File: config.mk
export PLATFORM = sky130hd
export DESIGN_NAME = hscg_div
export DESIGN_NICKNAME = d
export VERILOG_FILES = /design/src/rtl/hscg_pkg.sv /design/src/rtl/hscg_div.sv
export SDC_FILE = /design/constraint.sdc
export NUM_CORES = 1
export LEC_CHECK = 0
export ABC_AREA = 1
export BUFFER_PORTS_ARGS = -buffer_cell sky130_fd_sc_hd__buf_2
export CORE_MARGIN = 3
export CORE_UTILIZATION = 30
export CTS_BUF_LIST = sky130_fd_sc_hd__clkbuf_8
export DETAILED_ROUTE_END_ITERATION = 10
export PLACE_DENSITY = 0.53
export SLEW_MARGIN = 10
export SYNTH_ARGS = -nofsm -noshare
export SYNTH_HDL_FRONTEND = slang
export SYNTH_SLANG_ARGS = --single-unit
File: constraint.sdc
create_clock -name clk -period 12.1 [get_ports clk]
set_input_delay 1.815 -clock clk [delete_from_list [all_inputs] [get_ports clk]]
set_output_delay 1.815 -clock clk [all_outputs]
set_load 0.05 [all_outputs]
File: src/rtl/hscg_pkg.sv
package hscg_pkg;

	localparam int POWER_TABLE_DEPTH_DEF = 256;

	localparam int FRAC_W = 16;
	localparam int FACT_W = 17;
	localparam int CHAN_W = 24;
	localparam int RGB_W = 24;
	localparam int CFG_IDX_W = 3;

	localparam logic [FACT_W-1:0] ONE_Q16 = 17'd65536;
	localparam logic [FRAC_W-1:0] MIN_SPAN = 16'd7;
	localparam logic [FRAC_W-1:0] FULL_CODE = 16'd65535;

	localparam int DIV_STEPS = 17;
	localparam int DIV_PER_STAGE = 3;
	localparam int DIV_STAGES = (DIV_STEPS + DIV_PER_STAGE - 1) / DIV_PER_STAGE;

	localparam logic [14:0] SLOPE_GAIN = 15'd22938;

	localparam int NUM_RAMPS = 4;
	localparam int RECIP_W = 26;
	localparam int RECIP_SHIFT = 24;

	localparam logic [FACT_W-1:0] RAMP_START [NUM_RAMPS] =
		'{17'd0, 17'd16384, 17'd6554, 17'd45875};
	localparam logic [FRAC_W-1:0] RAMP_WIDTH [NUM_RAMPS] =
		'{16'd29491, 16'd36045, 16'd52429, 16'd19661};
	localparam logic [RECIP_W-1:0] RAMP_RECIP [NUM_RAMPS] = '{
		26'((64'd1 << 40) / 64'd29491),
		26'((64'd1 << 40) / 64'd36045),
		26'((64'd1 << 40) / 64'd52429),
		26'((64'd1 << 40) / 64'd19661)
	};

	localparam int RAMP_LOW = 0;
	localparam int RAMP_MID = 1;
	localparam int RAMP_HIGH = 2;
	localparam int RAMP_PEAK = 3;

	localparam logic [CFG_IDX_W-1:0] CFG_WATER_LEVEL = 3'd0;
	localparam logic [CFG_IDX_W-1:0] CFG_WATER_DEEP = 3'd1;
	localparam logic [CFG_IDX_W-1:0] CFG_WATER_SHALLOW = 3'd2;
	localparam logic [CFG_IDX_W-1:0] CFG_LOW = 3'd3;
	localparam logic [CFG_IDX_W-1:0] CFG_MID = 3'd4;
	localparam logic [CFG_IDX_W-1:0] CFG_HIGH = 3'd5;
	localparam logic [CFG_IDX_W-1:0] CFG_PEAK = 3'd6;

	localparam logic [RGB_W-1:0] RST_WATER_DEEP = 24'd865113;
	localparam logic [RGB_W-1:0] RST_WATER_SHALLOW = 24'd2056596;
	localparam logic [RGB_W-1:0] RST_LOW = 24'd3169328;
	localparam logic [RGB_W-1:0] RST_MID = 24'd6062146;
	localparam logic [RGB_W-1:0] RST_HIGH = 24'd7696476;
	localparam logic [RGB_W-1:0] RST_PEAK = 24'd15133682;

	typedef struct packed {
		logic water;
		logic [FRAC_W-1:0] slope;
	} side_t;

	typedef struct packed {
		logic water;
		logic [NUM_RAMPS-1:0][FACT_W-1:0] ramp;
		logic [FACT_W-1:0] smix;
		logic [FACT_W-1:0] wblend;
	} blend_t;

	typedef struct packed {
		logic [RGB_W-1:0] deep;
		logic [RGB_W-1:0] shallow;
		logic [RGB_W-1:0] low;
		logic [RGB_W-1:0] mid;
		logic [RGB_W-1:0] high;
		logic [RGB_W-1:0] peak;
	} colors_t;

	function automatic logic [63:0] isqrt64(input logic [63:0] val);
		logic [63:0] v;
		logic [63:0] res;
		logic [63:0] bits;
		v = val;
		res = '0;
		bits = 64'd1 << 62;
		for (int i = 0; i < 32; i++) begin
			if (bits > v) bits = bits >> 2;
		end
		for (int i = 0; i < 32; i++) begin
			if (bits != 0) begin
				if (v >= res + bits) begin
					v = v - (res + bits);
					res = (res >> 1) + bits;
				end else begin
					res = res >> 1;
				end
				bits = bits >> 2;
			end
		end
		return res;
	endfunction

	function automatic logic [FACT_W-1:0] pow_entry(input int idx, input int depth);
		logic [63:0] x;
		logic [63:0] s;
		logic [63:0] e;
		x = (64'(idx) * 64'd65536) / 64'(depth - 1);
		s = isqrt64(x << 16);
		e = isqrt64(x * s);
		if (e > 64'd65536) e = 64'd65536;
		return FACT_W'(e);
	endfunction

	function automatic logic [CHAN_W-1:0] chan(input logic [RGB_W-1:0] packed_rgb,
		input int k);
		logic [7:0] c;
		c = packed_rgb[(16 - 8 * k) +: 8];
		return {c, 16'b0};
	endfunction

	function automatic logic [CHAN_W-1:0] mix(input logic [CHAN_W-1:0] a,
		input logic [CHAN_W-1:0] b, input logic [FACT_W-1:0] f);
		logic signed [CHAN_W:0] d;
		logic signed [CHAN_W+FACT_W+1:0] p;
		logic signed [CHAN_W+FACT_W+2:0] s;
		d = $signed({1'b0, b}) - $signed({1'b0, a});
		p = d * $signed({1'b0, f});
		s = $signed({(FACT_W + 3)'(0), a}) + (CHAN_W + FACT_W + 3)'(p >>> 16);
		return s[CHAN_W-1:0];
	endfunction

	function automatic logic [7:0] to8(input logic [CHAN_W-1:0] c);
		logic [CHAN_W:0] v;
		v = {1'b0, c} + 25'd32768;
		return (v[CHAN_W:16] > 9'd255) ? 8'd255 : v[23:16];
	endfunction

endpackage

File: src/rtl/hscg_div.sv
module hscg_div (
	input logic clk,
	input logic arst_n,
	input logic en,
	input logic in_valid,
	input logic [hscg_pkg::FRAC_W-1:0] num,
	input logic [hscg_pkg::FRAC_W-1:0] den,
	input hscg_pkg::side_t side_in,
	output logic out_valid,
	output logic [hscg_pkg::FACT_W-1:0] quot,
	output hscg_pkg::side_t side_out
);

	localparam int NST = hscg_pkg::DIV_STAGES;
	localparam int QW = hscg_pkg::FACT_W;

	logic v_s [NST];
	logic [QW-1:0] r_s [NST];
	logic [QW-1:0] q_s [NST];
	logic [hscg_pkg::FRAC_W-1:0] d_s [NST];
	hscg_pkg::side_t side_s [NST];

	for (genvar st = 0; st < NST; st++) begin : g_stage
		logic v_in;
		logic [QW-1:0] r_in;
		logic [QW-1:0] q_in;
		logic [hscg_pkg::FRAC_W-1:0] d_in;
		hscg_pkg::side_t side_prev;
		logic [QW-1:0] r_nx;
		logic [QW-1:0] q_nx;

		if (st == 0) begin : g_first
			assign v_in = in_valid;
			assign r_in = {1'b0, num};
			assign q_in = '0;
			assign d_in = den;
			assign side_prev = side_in;
		end else begin : g_next
			assign v_in = v_s[st-1];
			assign r_in = r_s[st-1];
			assign q_in = q_s[st-1];
			assign d_in = d_s[st-1];
			assign side_prev = side_s[st-1];
		end

		always_comb begin
			r_nx = r_in;
			q_nx = q_in;
			for (int j = 0; j < hscg_pkg::DIV_PER_STAGE; j++) begin
				if (st * hscg_pkg::DIV_PER_STAGE + j < hscg_pkg::DIV_STEPS) begin
					if (st * hscg_pkg::DIV_PER_STAGE + j != 0) r_nx = {r_nx[QW-2:0], 1'b0};
					if (r_nx >= {1'b0, d_in}) begin
						r_nx = r_nx - {1'b0, d_in};
						q_nx = {q_nx[QW-2:0], 1'b1};
					end else begin
						q_nx = {q_nx[QW-2:0], 1'b0};
					end
				end
			end
		end

		always_ff @(posedge clk or negedge arst_n) begin
			if (!arst_n) begin
				v_s[st] <= 1'b0;
			end else if (en) begin
				v_s[st] <= v_in;
			end
		end

		always_ff @(posedge clk) begin
			if (en) begin
				r_s[st] <= r_nx;
				q_s[st] <= q_nx;
				d_s[st] <= d_in;
				side_s[st] <= side_prev;
			end
		end
	end

	assign out_valid = v_s[NST-1];
	assign quot = q_s[NST-1];
	assign side_out = side_s[NST-1];

endmodule

# Word level (Yosys, flattened, before mapping)
# Memory sizes are Yosys's and may differ from the RTL's.
# Cells that the tools add are included.
op_classes:
  add_sub_neg: 17
  n_mul: 0
  div: 0
  n_lt_le_gt_ge: 17
  n_eq_ne: 0
  shifts: 0
  n_mux: 36
  bitwise_logic: 0
  n_reduce_logical: 0
op_table:
  columns: ["cell", "count"]
  rows:
  - ["17-bit by 16-bit >= comparator with 1-bit output", 16]
  - ["16-bit two-way mux", 11]
  - ["16-bit subtractor", 11]
  - ["17-bit two-way mux", 6]
  - ["17-bit by 16-bit subtractor with 17-bit output", 6]
  - ["1-bit two-way mux", 19]
  - ["16-bit >= comparator", 1]
totals:
  register_bits: 6
  latch_bits: 0
  ramBits: 402
  rom_bits: 0
  input_bits: 53
  out_inout_bits: 35
  word_cells: 80
  memories: 4
mem_list:
  columns: ["memory", "words", "width", "rd", "rd_ports_with_merged_regs", "wr", "line", "source"]
  rows:
  - ["q_s", 6, 17, 6, 0, 6, "hscg_div.sv:19", "logic [QW-1:0] q_s [NST];"]
  - ["r_s", 6, 17, 5, 0, 6, "hscg_div.sv:18", "logic [QW-1:0] r_s [NST];"]
  - ["side_s", 6, 17, 6, 0, 6, "hscg_div.sv:21", "hscg_pkg::side_t side_s [NST];"]
  - ["d_s", 6, 16, 5, 0, 6, "hscg_div.sv:20", "logic [hscg_pkg::FRAC_W-1:0] d_s [NST];"]

# Depth between registers and ports, before layout
# Gate-level depths: netlist of run 1.
# An unclocked memory read counts as a cell.
depth:
  depth_word: 7
  mapped_depth: 44

# Worst setup path after synthesis of run 1
# Ideal clock, no wire load.
synth_path:
  kind: "input to register"
  from: "input port num[0] (netlist name)"
  to: "memory r_s[0][9] (netlist name) (data pin)"
  setup_time_ps: 252
  arrival_ps: 6493
  setup_slack_ps: 5354
  path_stages: 40
  path_cell_list: "inv_1 > ha_1 > inv_1 > fa_1 > nand2_1 > nand2_1 > nand2_1 > nand3_1 > nand2_1 > nand2_4 > inv_2 > buf_2 > nand2_1 > o21ai_0 > ha_1 > inv_1 > o21ai_0 > a21oi_1 > [... 4 more ...] > nand3_4 > buf_2 > nor2_1 > nor2_1 > ha_1 > a21oi_1 > o21ai_0 > a21oi_1 > nand2_1 > nand2_1 > nand2_1 > nand2_1 > nand2_1 > a21oi_2 > nand2_4 > buf_6 > nand2_1 > nand2_1"
synth_rtl:
  columns: ["item", "line", "source"]
  rows:
  - ["start: declaration", "hscg_div.sv:6", "input logic [hscg_pkg::FRAC_W-1:0] num,"]
  - ["end: declaration", "hscg_div.sv:18", null]

==> key figures, run 1 <==
Global route
  – First-pass GRT wire length: 115 mm
  – Total GRT Usage: around 16%
  – Vias in the first global route: 20800
  – Gr ovfl total: 0
  – Initial antenna violation count: 1
  – Largest net degree at the start of global routing: ~170

Setup path
  – Arrival time worst endpoint: between 7000 and 8000 ps
  – Terminus of the critical flop-to-flop path: r_s[4][12]$_DFFE_PP_
  – Critical path depth in cells: 28
  – Setup crit start kind: flop
  – CP required: 12510 ps
  – Crit Reg-Reg Startpoint: d_s[3][14]$_DFFE_PP_
  – Crit path largest cell delay: approximately 660 ps
  – Most used cell along the critical path: nand2_1
  – R2r setup slk: between 4000 and 5000 ps
  – Worst-path maximum fanout: 19
  – CP Capture Type: flop
  – Crit path kind: flop to flop
  – CP max-delay cell: a21oi_2
  – R2R cell count: 28
  – Crit path buffers/inverters: 2
  – Top Family by Delay on Critical Path: simple AND/OR/NAND/NOR gates

STA
  – Slew HR: between 20% and 30%
  – Least-Margin Pin Slew: between 1000 and 1500 ps
  – Minimum clock period: 7320 ps
  – Slack of the critical path: 4780 ps
  – F_max: approximately 140 MHz
  – Final period util: 60.5%
  – RSZ-0062 raised after global routing: false
  – Clk_skew: 38.1 ps
  – Final Slew Violations: 0
  – Final Hold Vio Count: 0
  – Final setup TNS: 0 ps
  – Setup Viol. Count Final: 0

Floorplanning
  – Die area: 0.0905 mm2
  – Initial core utilization: 30.4%
  – Overall die height: ~300 um
  – Horiz. Die Dim: ~300 um
  – # rows: approximately 110
  – Ports: 88
  – Core area: roughly 0.086 mm2

Synth
  – Cell with the most instances after synthesis: nand2_1
  – Count of cell types in the netlist: 51
  – Top cell type's share of synthesized area: a little under two fifths
  – Sequential area share after synthesis: about 38%
  – Most area-consuming cells after synthesis: edfxtp_1 37%, nand2_1 15%, ha_1 13%
  – Synth Instances: 3283
  – Post-synth top area cell: edfxtp_1
  – Yosys reg bits: 330
  – Avg Inst Size Synth: a little under 8 um2
  – Post-synth EDFFs: about 320
  – Syn. warnings: 0
  – Synthesized area: about 0.026 mm2
  – Mapped Nets: roughly 3600
  – Fraction of registers with async set/reset: under 10%
  – Main synth FF type: edfxtp_1
  – Top cell types by occurrence after synthesis: 1014 x nand2_1, 346 x inv_1, 324 x edfxtp_1

Clock network
  – Later-pin clock latency in the skew report: ~700 ps
  – Setup Buffers After CTS: 0
  – TritonCTS Sinks: 330
  – H-tree levels: 2
  – Post-CTS Resized: 0
  – Reg clk slew, reported paths: around 60 ps
  – Root buffer selected by CTS: clkbuf_8
  – CTS Buf Count: 59
  – Hold_buf cts: 0
  – TritonCTS clock tree: yes
  – Clock Path Buffers: 3

Routing
  – Starting DRT DRC Count: 1791
  – Vias: 21900
  – WL final: around 73 mm
  – DRT Pass-1 Iters: 6
  – WL per Instance: roughly 16 um
  – Mean number of vias per cell: 4.79
  – DRC errors left: 0
  – Antenna violation net count after detailed routing: 0

Flow run
  – MaxCap Viol Count: 0

Min path
  – HP Class: flop to flop
  – HP Start: side_s[1][0]$_DFFE_PP_
  – Hold Path End: side_s[2][0]$_DFFE_PP_
  – Worst hold path cell count: 0

Finish
  – Area of the multi-input gates: about 0.015 mm2
  – N_diodes: 0
  – Layout cells sized above 1: 7.71%
  – Layout Utilization: around a third
  – Nets: 3710
  – Syn-to-layout area delta: 10.9%
  – Fillers: between 9000 and 10000
  – Reg area: 0.00988 mm2

Place
  – PortBufs: 87
  – Post-Place Worst Slack: ~4300 ps
  – Final estimated routing congestion in global placement: between 0.8 and 0.9
  – HPWL after detailed placement: about 58 mm

Status
  – Status: complete, no violations
[state kept, by name, summed over array words and instances (netlist names)]
signal        cells
out_valid         1
q_s              62
d_s              80
g_stage.v_in      5
r_s              80
side_s          102
[per-stage QoR]
stage               instances  hold WS, ps  cell area, um2
floorplan                3283          400           26100
global placement         4471          401           27700
detailed placement       4471          405           27700
CTS                      4579          375           28900
global route             4579          376           28900
finish                   4579          385           28900
[worst max path at each step]
stage	from	to	slack (ps)
finish	d_s[3][14]$_DFFE_PP_	r_s[4][12]$_DFFE_PP_	4780
global route	d_s[3][14]$_DFFE_PP_	r_s[4][10]$_DFFE_PP_	4040
CTS	d_s[1][11]$_DFFE_PP_	r_s[2][12]$_DFFE_PP_	4830
detailed placement	den[7]	r_s[0][4]$_DFFE_PP_	4320
global placement	den[7]	r_s[0][15]$_DFFE_PP_	4420
floorplan	num[0]	r_s[0][9]$_DFFE_PP_	5350
[routing by layer]
| metal | part of all wire [%] | routed length (um) | GRT usage (%) |
|---|---|---|---|
| met4 | 2.3 | 1660 | 3.99 |
| met1 | 48 | 34900 | 22.0 |
| met2 | 45 | 32800 | 25.8 |
| met3 | 4.6 | 3360 | 2.18 |
| met5 | 0 | 0 | 0 |
[logic make-up (layout without fill, tap and decap cells)]
logic type	Yosys count	in the layout	synth area share, %
AOI/OAI and AO/OA	481	481	10.1
buffers and inverters	414	566	6.34
DFF	330	330	37.9
xor gates and xnor gates	188	188	6.31
and+or+nand+nor	1601	1601	26.3
adders and majority gates	269	269	13.1
[layout make-up]
class	instances	area share, %
timing repair buffer	91	1.69
inverter	367	4.76
tap	1144	4.95
sequential	330	34.1
clock inverter	49	1.37
multi-input combinational	2539	50.3
clock buffer	59	2.81
[layout by cell type (no fill, tap or decap), types with 42 or more instances in the layout]
cell / instances
nand3_1: 253
inv_1: 355
nor2_1: 172
a21oi_1: 223
ha_1: 262
nand2_1: 1014
buf_2: 86
xor2_1: 100
clkbuf_8: 59
edfxtp_1: 324
o21ai_0: 134
xnor2_1: 88
nand4_1: 42
Power of run 1 is not shown: default switching activity piles up to over one toggle a cycle in this logic, so the estimate is an artifact.
==> run 2: changes to the inputs <==
==> constraint.sdc (replaced) <==
create_clock -name clk -period 7.3 [get_ports clk]
set_input_delay 1.095 -clock clk [delete_from_list [all_inputs] [get_ports clk]]
set_output_delay 1.095 -clock clk [all_outputs]
set_load 0.05 [all_outputs]
==> run 2 against run 1 <==
Against the previous run: design area grew 0.49%; wire length fell by 0.35%; via count shrank 0.11%; cell count up 0.22%; critical path depth up 4; flip-flop and latch count is the same; non-clock buffer count is 12 higher; die area unchanged; critical path type unchanged.
==> key figures, run 2 (synthesized netlist as in run 1, its figures left out) <==
Setup path
  – Arrival time worst endpoint: a little under 7000 ps
  – Setup crit start kind: flop
  – CP max-delay cell: ha_1
  – Worst-path maximum fanout: 17
  – Crit path largest cell delay: between 400 and 500 ps
  – Most used cell along the critical path: nand2_1
  – Crit path kind: flop to flop
  – CP required: 7720 ps
  – CP Capture Type: flop

STA
  – Final setup TNS: 0 ps
  – Final period util: between 80% and 90%
  – Final Hold Vio Count: 0
  – F_max: roughly 150 MHz
  – Final Slew Violations: 0
  – Slew HR: approximately 36%
  – Least-Margin Pin Slew: 966 ps
  – Clk_skew: around 33 ps
  – Minimum clock period: 6450 ps
  – RSZ-0062 raised after global routing: false
  – Setup Viol. Count Final: 0

Clock network
  – H-tree levels: 2
  – Clock Path Buffers: 3
  – Root buffer selected by CTS: clkbuf_8
  – CTS Buf Count: just under 60
  – TritonCTS clock tree: yes
  – Reg clk slew, reported paths: roughly 60 ps
  – TritonCTS Sinks: 330
  – Post-CTS Resized: 0
  – Hold_buf cts: 0
  – Setup Buffers After CTS: 0
  – Later-pin clock latency in the skew report: 680 ps

Finish
  – Most frequent cells in the layout: 1014 x nand2_1, 357 x inv_1, 324 x edfxtp_1
  – Max FFs per register: 102
  – Fillers: 9166
  – Largest registers: side_s x102, d_s x80, r_s x80
  – Largest Register: side_s
  – Nets: roughly 3700
  – Syn-to-layout area delta: 11.5%
  – Layout cells sized above 1: 7.96%
  – Most common cell after layout, fill and taps aside: nand2_1

Min path
  – HP Class: primary input to async pin

Global route
  – Gr ovfl total: 0
  – M1 GR Usage: about 22%
  – Met2 Track Usage GR: a little over a quarter
  – Vias in the first global route: approximately 21000
  – GR peak layer: met2
  – Total GRT Usage: around 16%
  – Initial antenna violation count: 2
  – Largest net degree at the start of global routing: around 140
  – First-pass GRT wire length: 115 mm
  – Met3 Use GR: under 10%

Routing
  – DRT Pass-1 Iters: 5
  – Vias: around 22000
  – WL per Instance: between 15 and 20 um
  – Starting DRT DRC Count: about 1500
  – WL final: slightly above 70 mm
  – DRC errors left: 0
  – Antenna violation net count after detailed routing: 0
  – Mean number of vias per cell: 4.77

Floorplanning
  – Horiz. Die Dim: ~300 um
  – Initial core utilization: 30.4%
  – Core area: ~0.086 mm2
  – # rows: roughly 110
  – Overall die height: 301 um
  – Die area: between 0.09 and 0.1 mm2
  – Ports: 88

Flow run
  – MaxCap Viol Count: 0

Place
  – PortBufs: between 80 and 90
  – Final estimated routing congestion in global placement: slightly below 0.9
  – HPWL after detailed placement: roughly 57 mm

Status
  – Status: complete, no violations
==> run 2: cell types whose count changed in the layout (fill, tap and decap cells not counted), sizes merged <==
| cell | delta |
|---|---|
| buf | +12 |
| bufinv | +3 |
| clkbuf | -1 |
| clkinv | -3 |
| clkinvlp | -3 |
| diode | +1 |
| inv | +1 |
==> run 2: area by class of cell <==
type / count / area [um2] / area share [%]
clock inverters: 47 / 445 / 1.53
well taps: 1144 / 1430 / 4.92
clock buffers: 58 / 798 / 2.75
diodes: 1 / 2.50 / 0.00861
flip-flops and latches: 330 / 9880 / 34.0
repair buffers: 103 / 591 / 2.03
multi-input cells: 2539 / 14600 / 50.0
inverters: 367 / 1380 / 4.74
==> run 2: metal layers <==
metal | wire (um) | part of all wire [%]
met4 | 1550 | 2.1
met2 | 33100 | 46
met1 | 34600 | 48
met3 | 3240 | 4.5
met5 | 13 | 0.018
==> run 2: worst max-delay path, delay by kind of cell (launching register included) <==
| family | cells | cell delay, ps |
|---|---|---|
| fa+ha+maj | 3 | 1090 |
| simple gates | 22 | 3860 |
| compound gates | 2 | 340 |
| buf+inv | 5 | 530 |
| flops | 1 | 400 |
==> run 2: final timing paths <==
| check | from | endpoint | slack, ps | cells past startpoint |
|---|---|---|---|---|
| worst min register to register | q_s[2][5]$_DFFE_PP_ | q_s[3][8]$_DFFE_PP_ | 390 | 0 |
| max in group asynchronous | arst_n | g_stage[4].v_in$_DFFE_PN0P_ | 6920 | 1 |
| worst max-delay path | d_s[2][8]$_DFFE_PP_ | r_s[3][15]$_DFFE_PP_ | 850 | 32 |
| worst max register to register | d_s[2][8]$_DFFE_PP_ | r_s[3][15]$_DFFE_PP_ | 850 | 32 |
| min in group clk | q_s[2][5]$_DFFE_PP_ | q_s[3][8]$_DFFE_PP_ | 390 | 0 |
| worst min-delay path | arst_n | g_stage[3].v_in$_DFFE_PN0P_ | 240 | 1 |
==> run 2: through the flow <==
step | utilization (%) | instance area, um2 | setup slack [ps] | instances | hold slack (ps)
finish | 33.9 | 29100 | 845 | 4589 | 242
global route | 33.9 | 29100 | 146 | 4589 | 175
CTS | 33.9 | 29100 | 773 | 4588 | 166
detailed placement | 32.5 | 27800 | 503 | 4483 | 405
global placement | 32.5 | 27800 | 613 | 4483 | 400
floorplan | - | 26100 | 1270 | 3283 | 400
Power of run 2 is left out for the same reason.
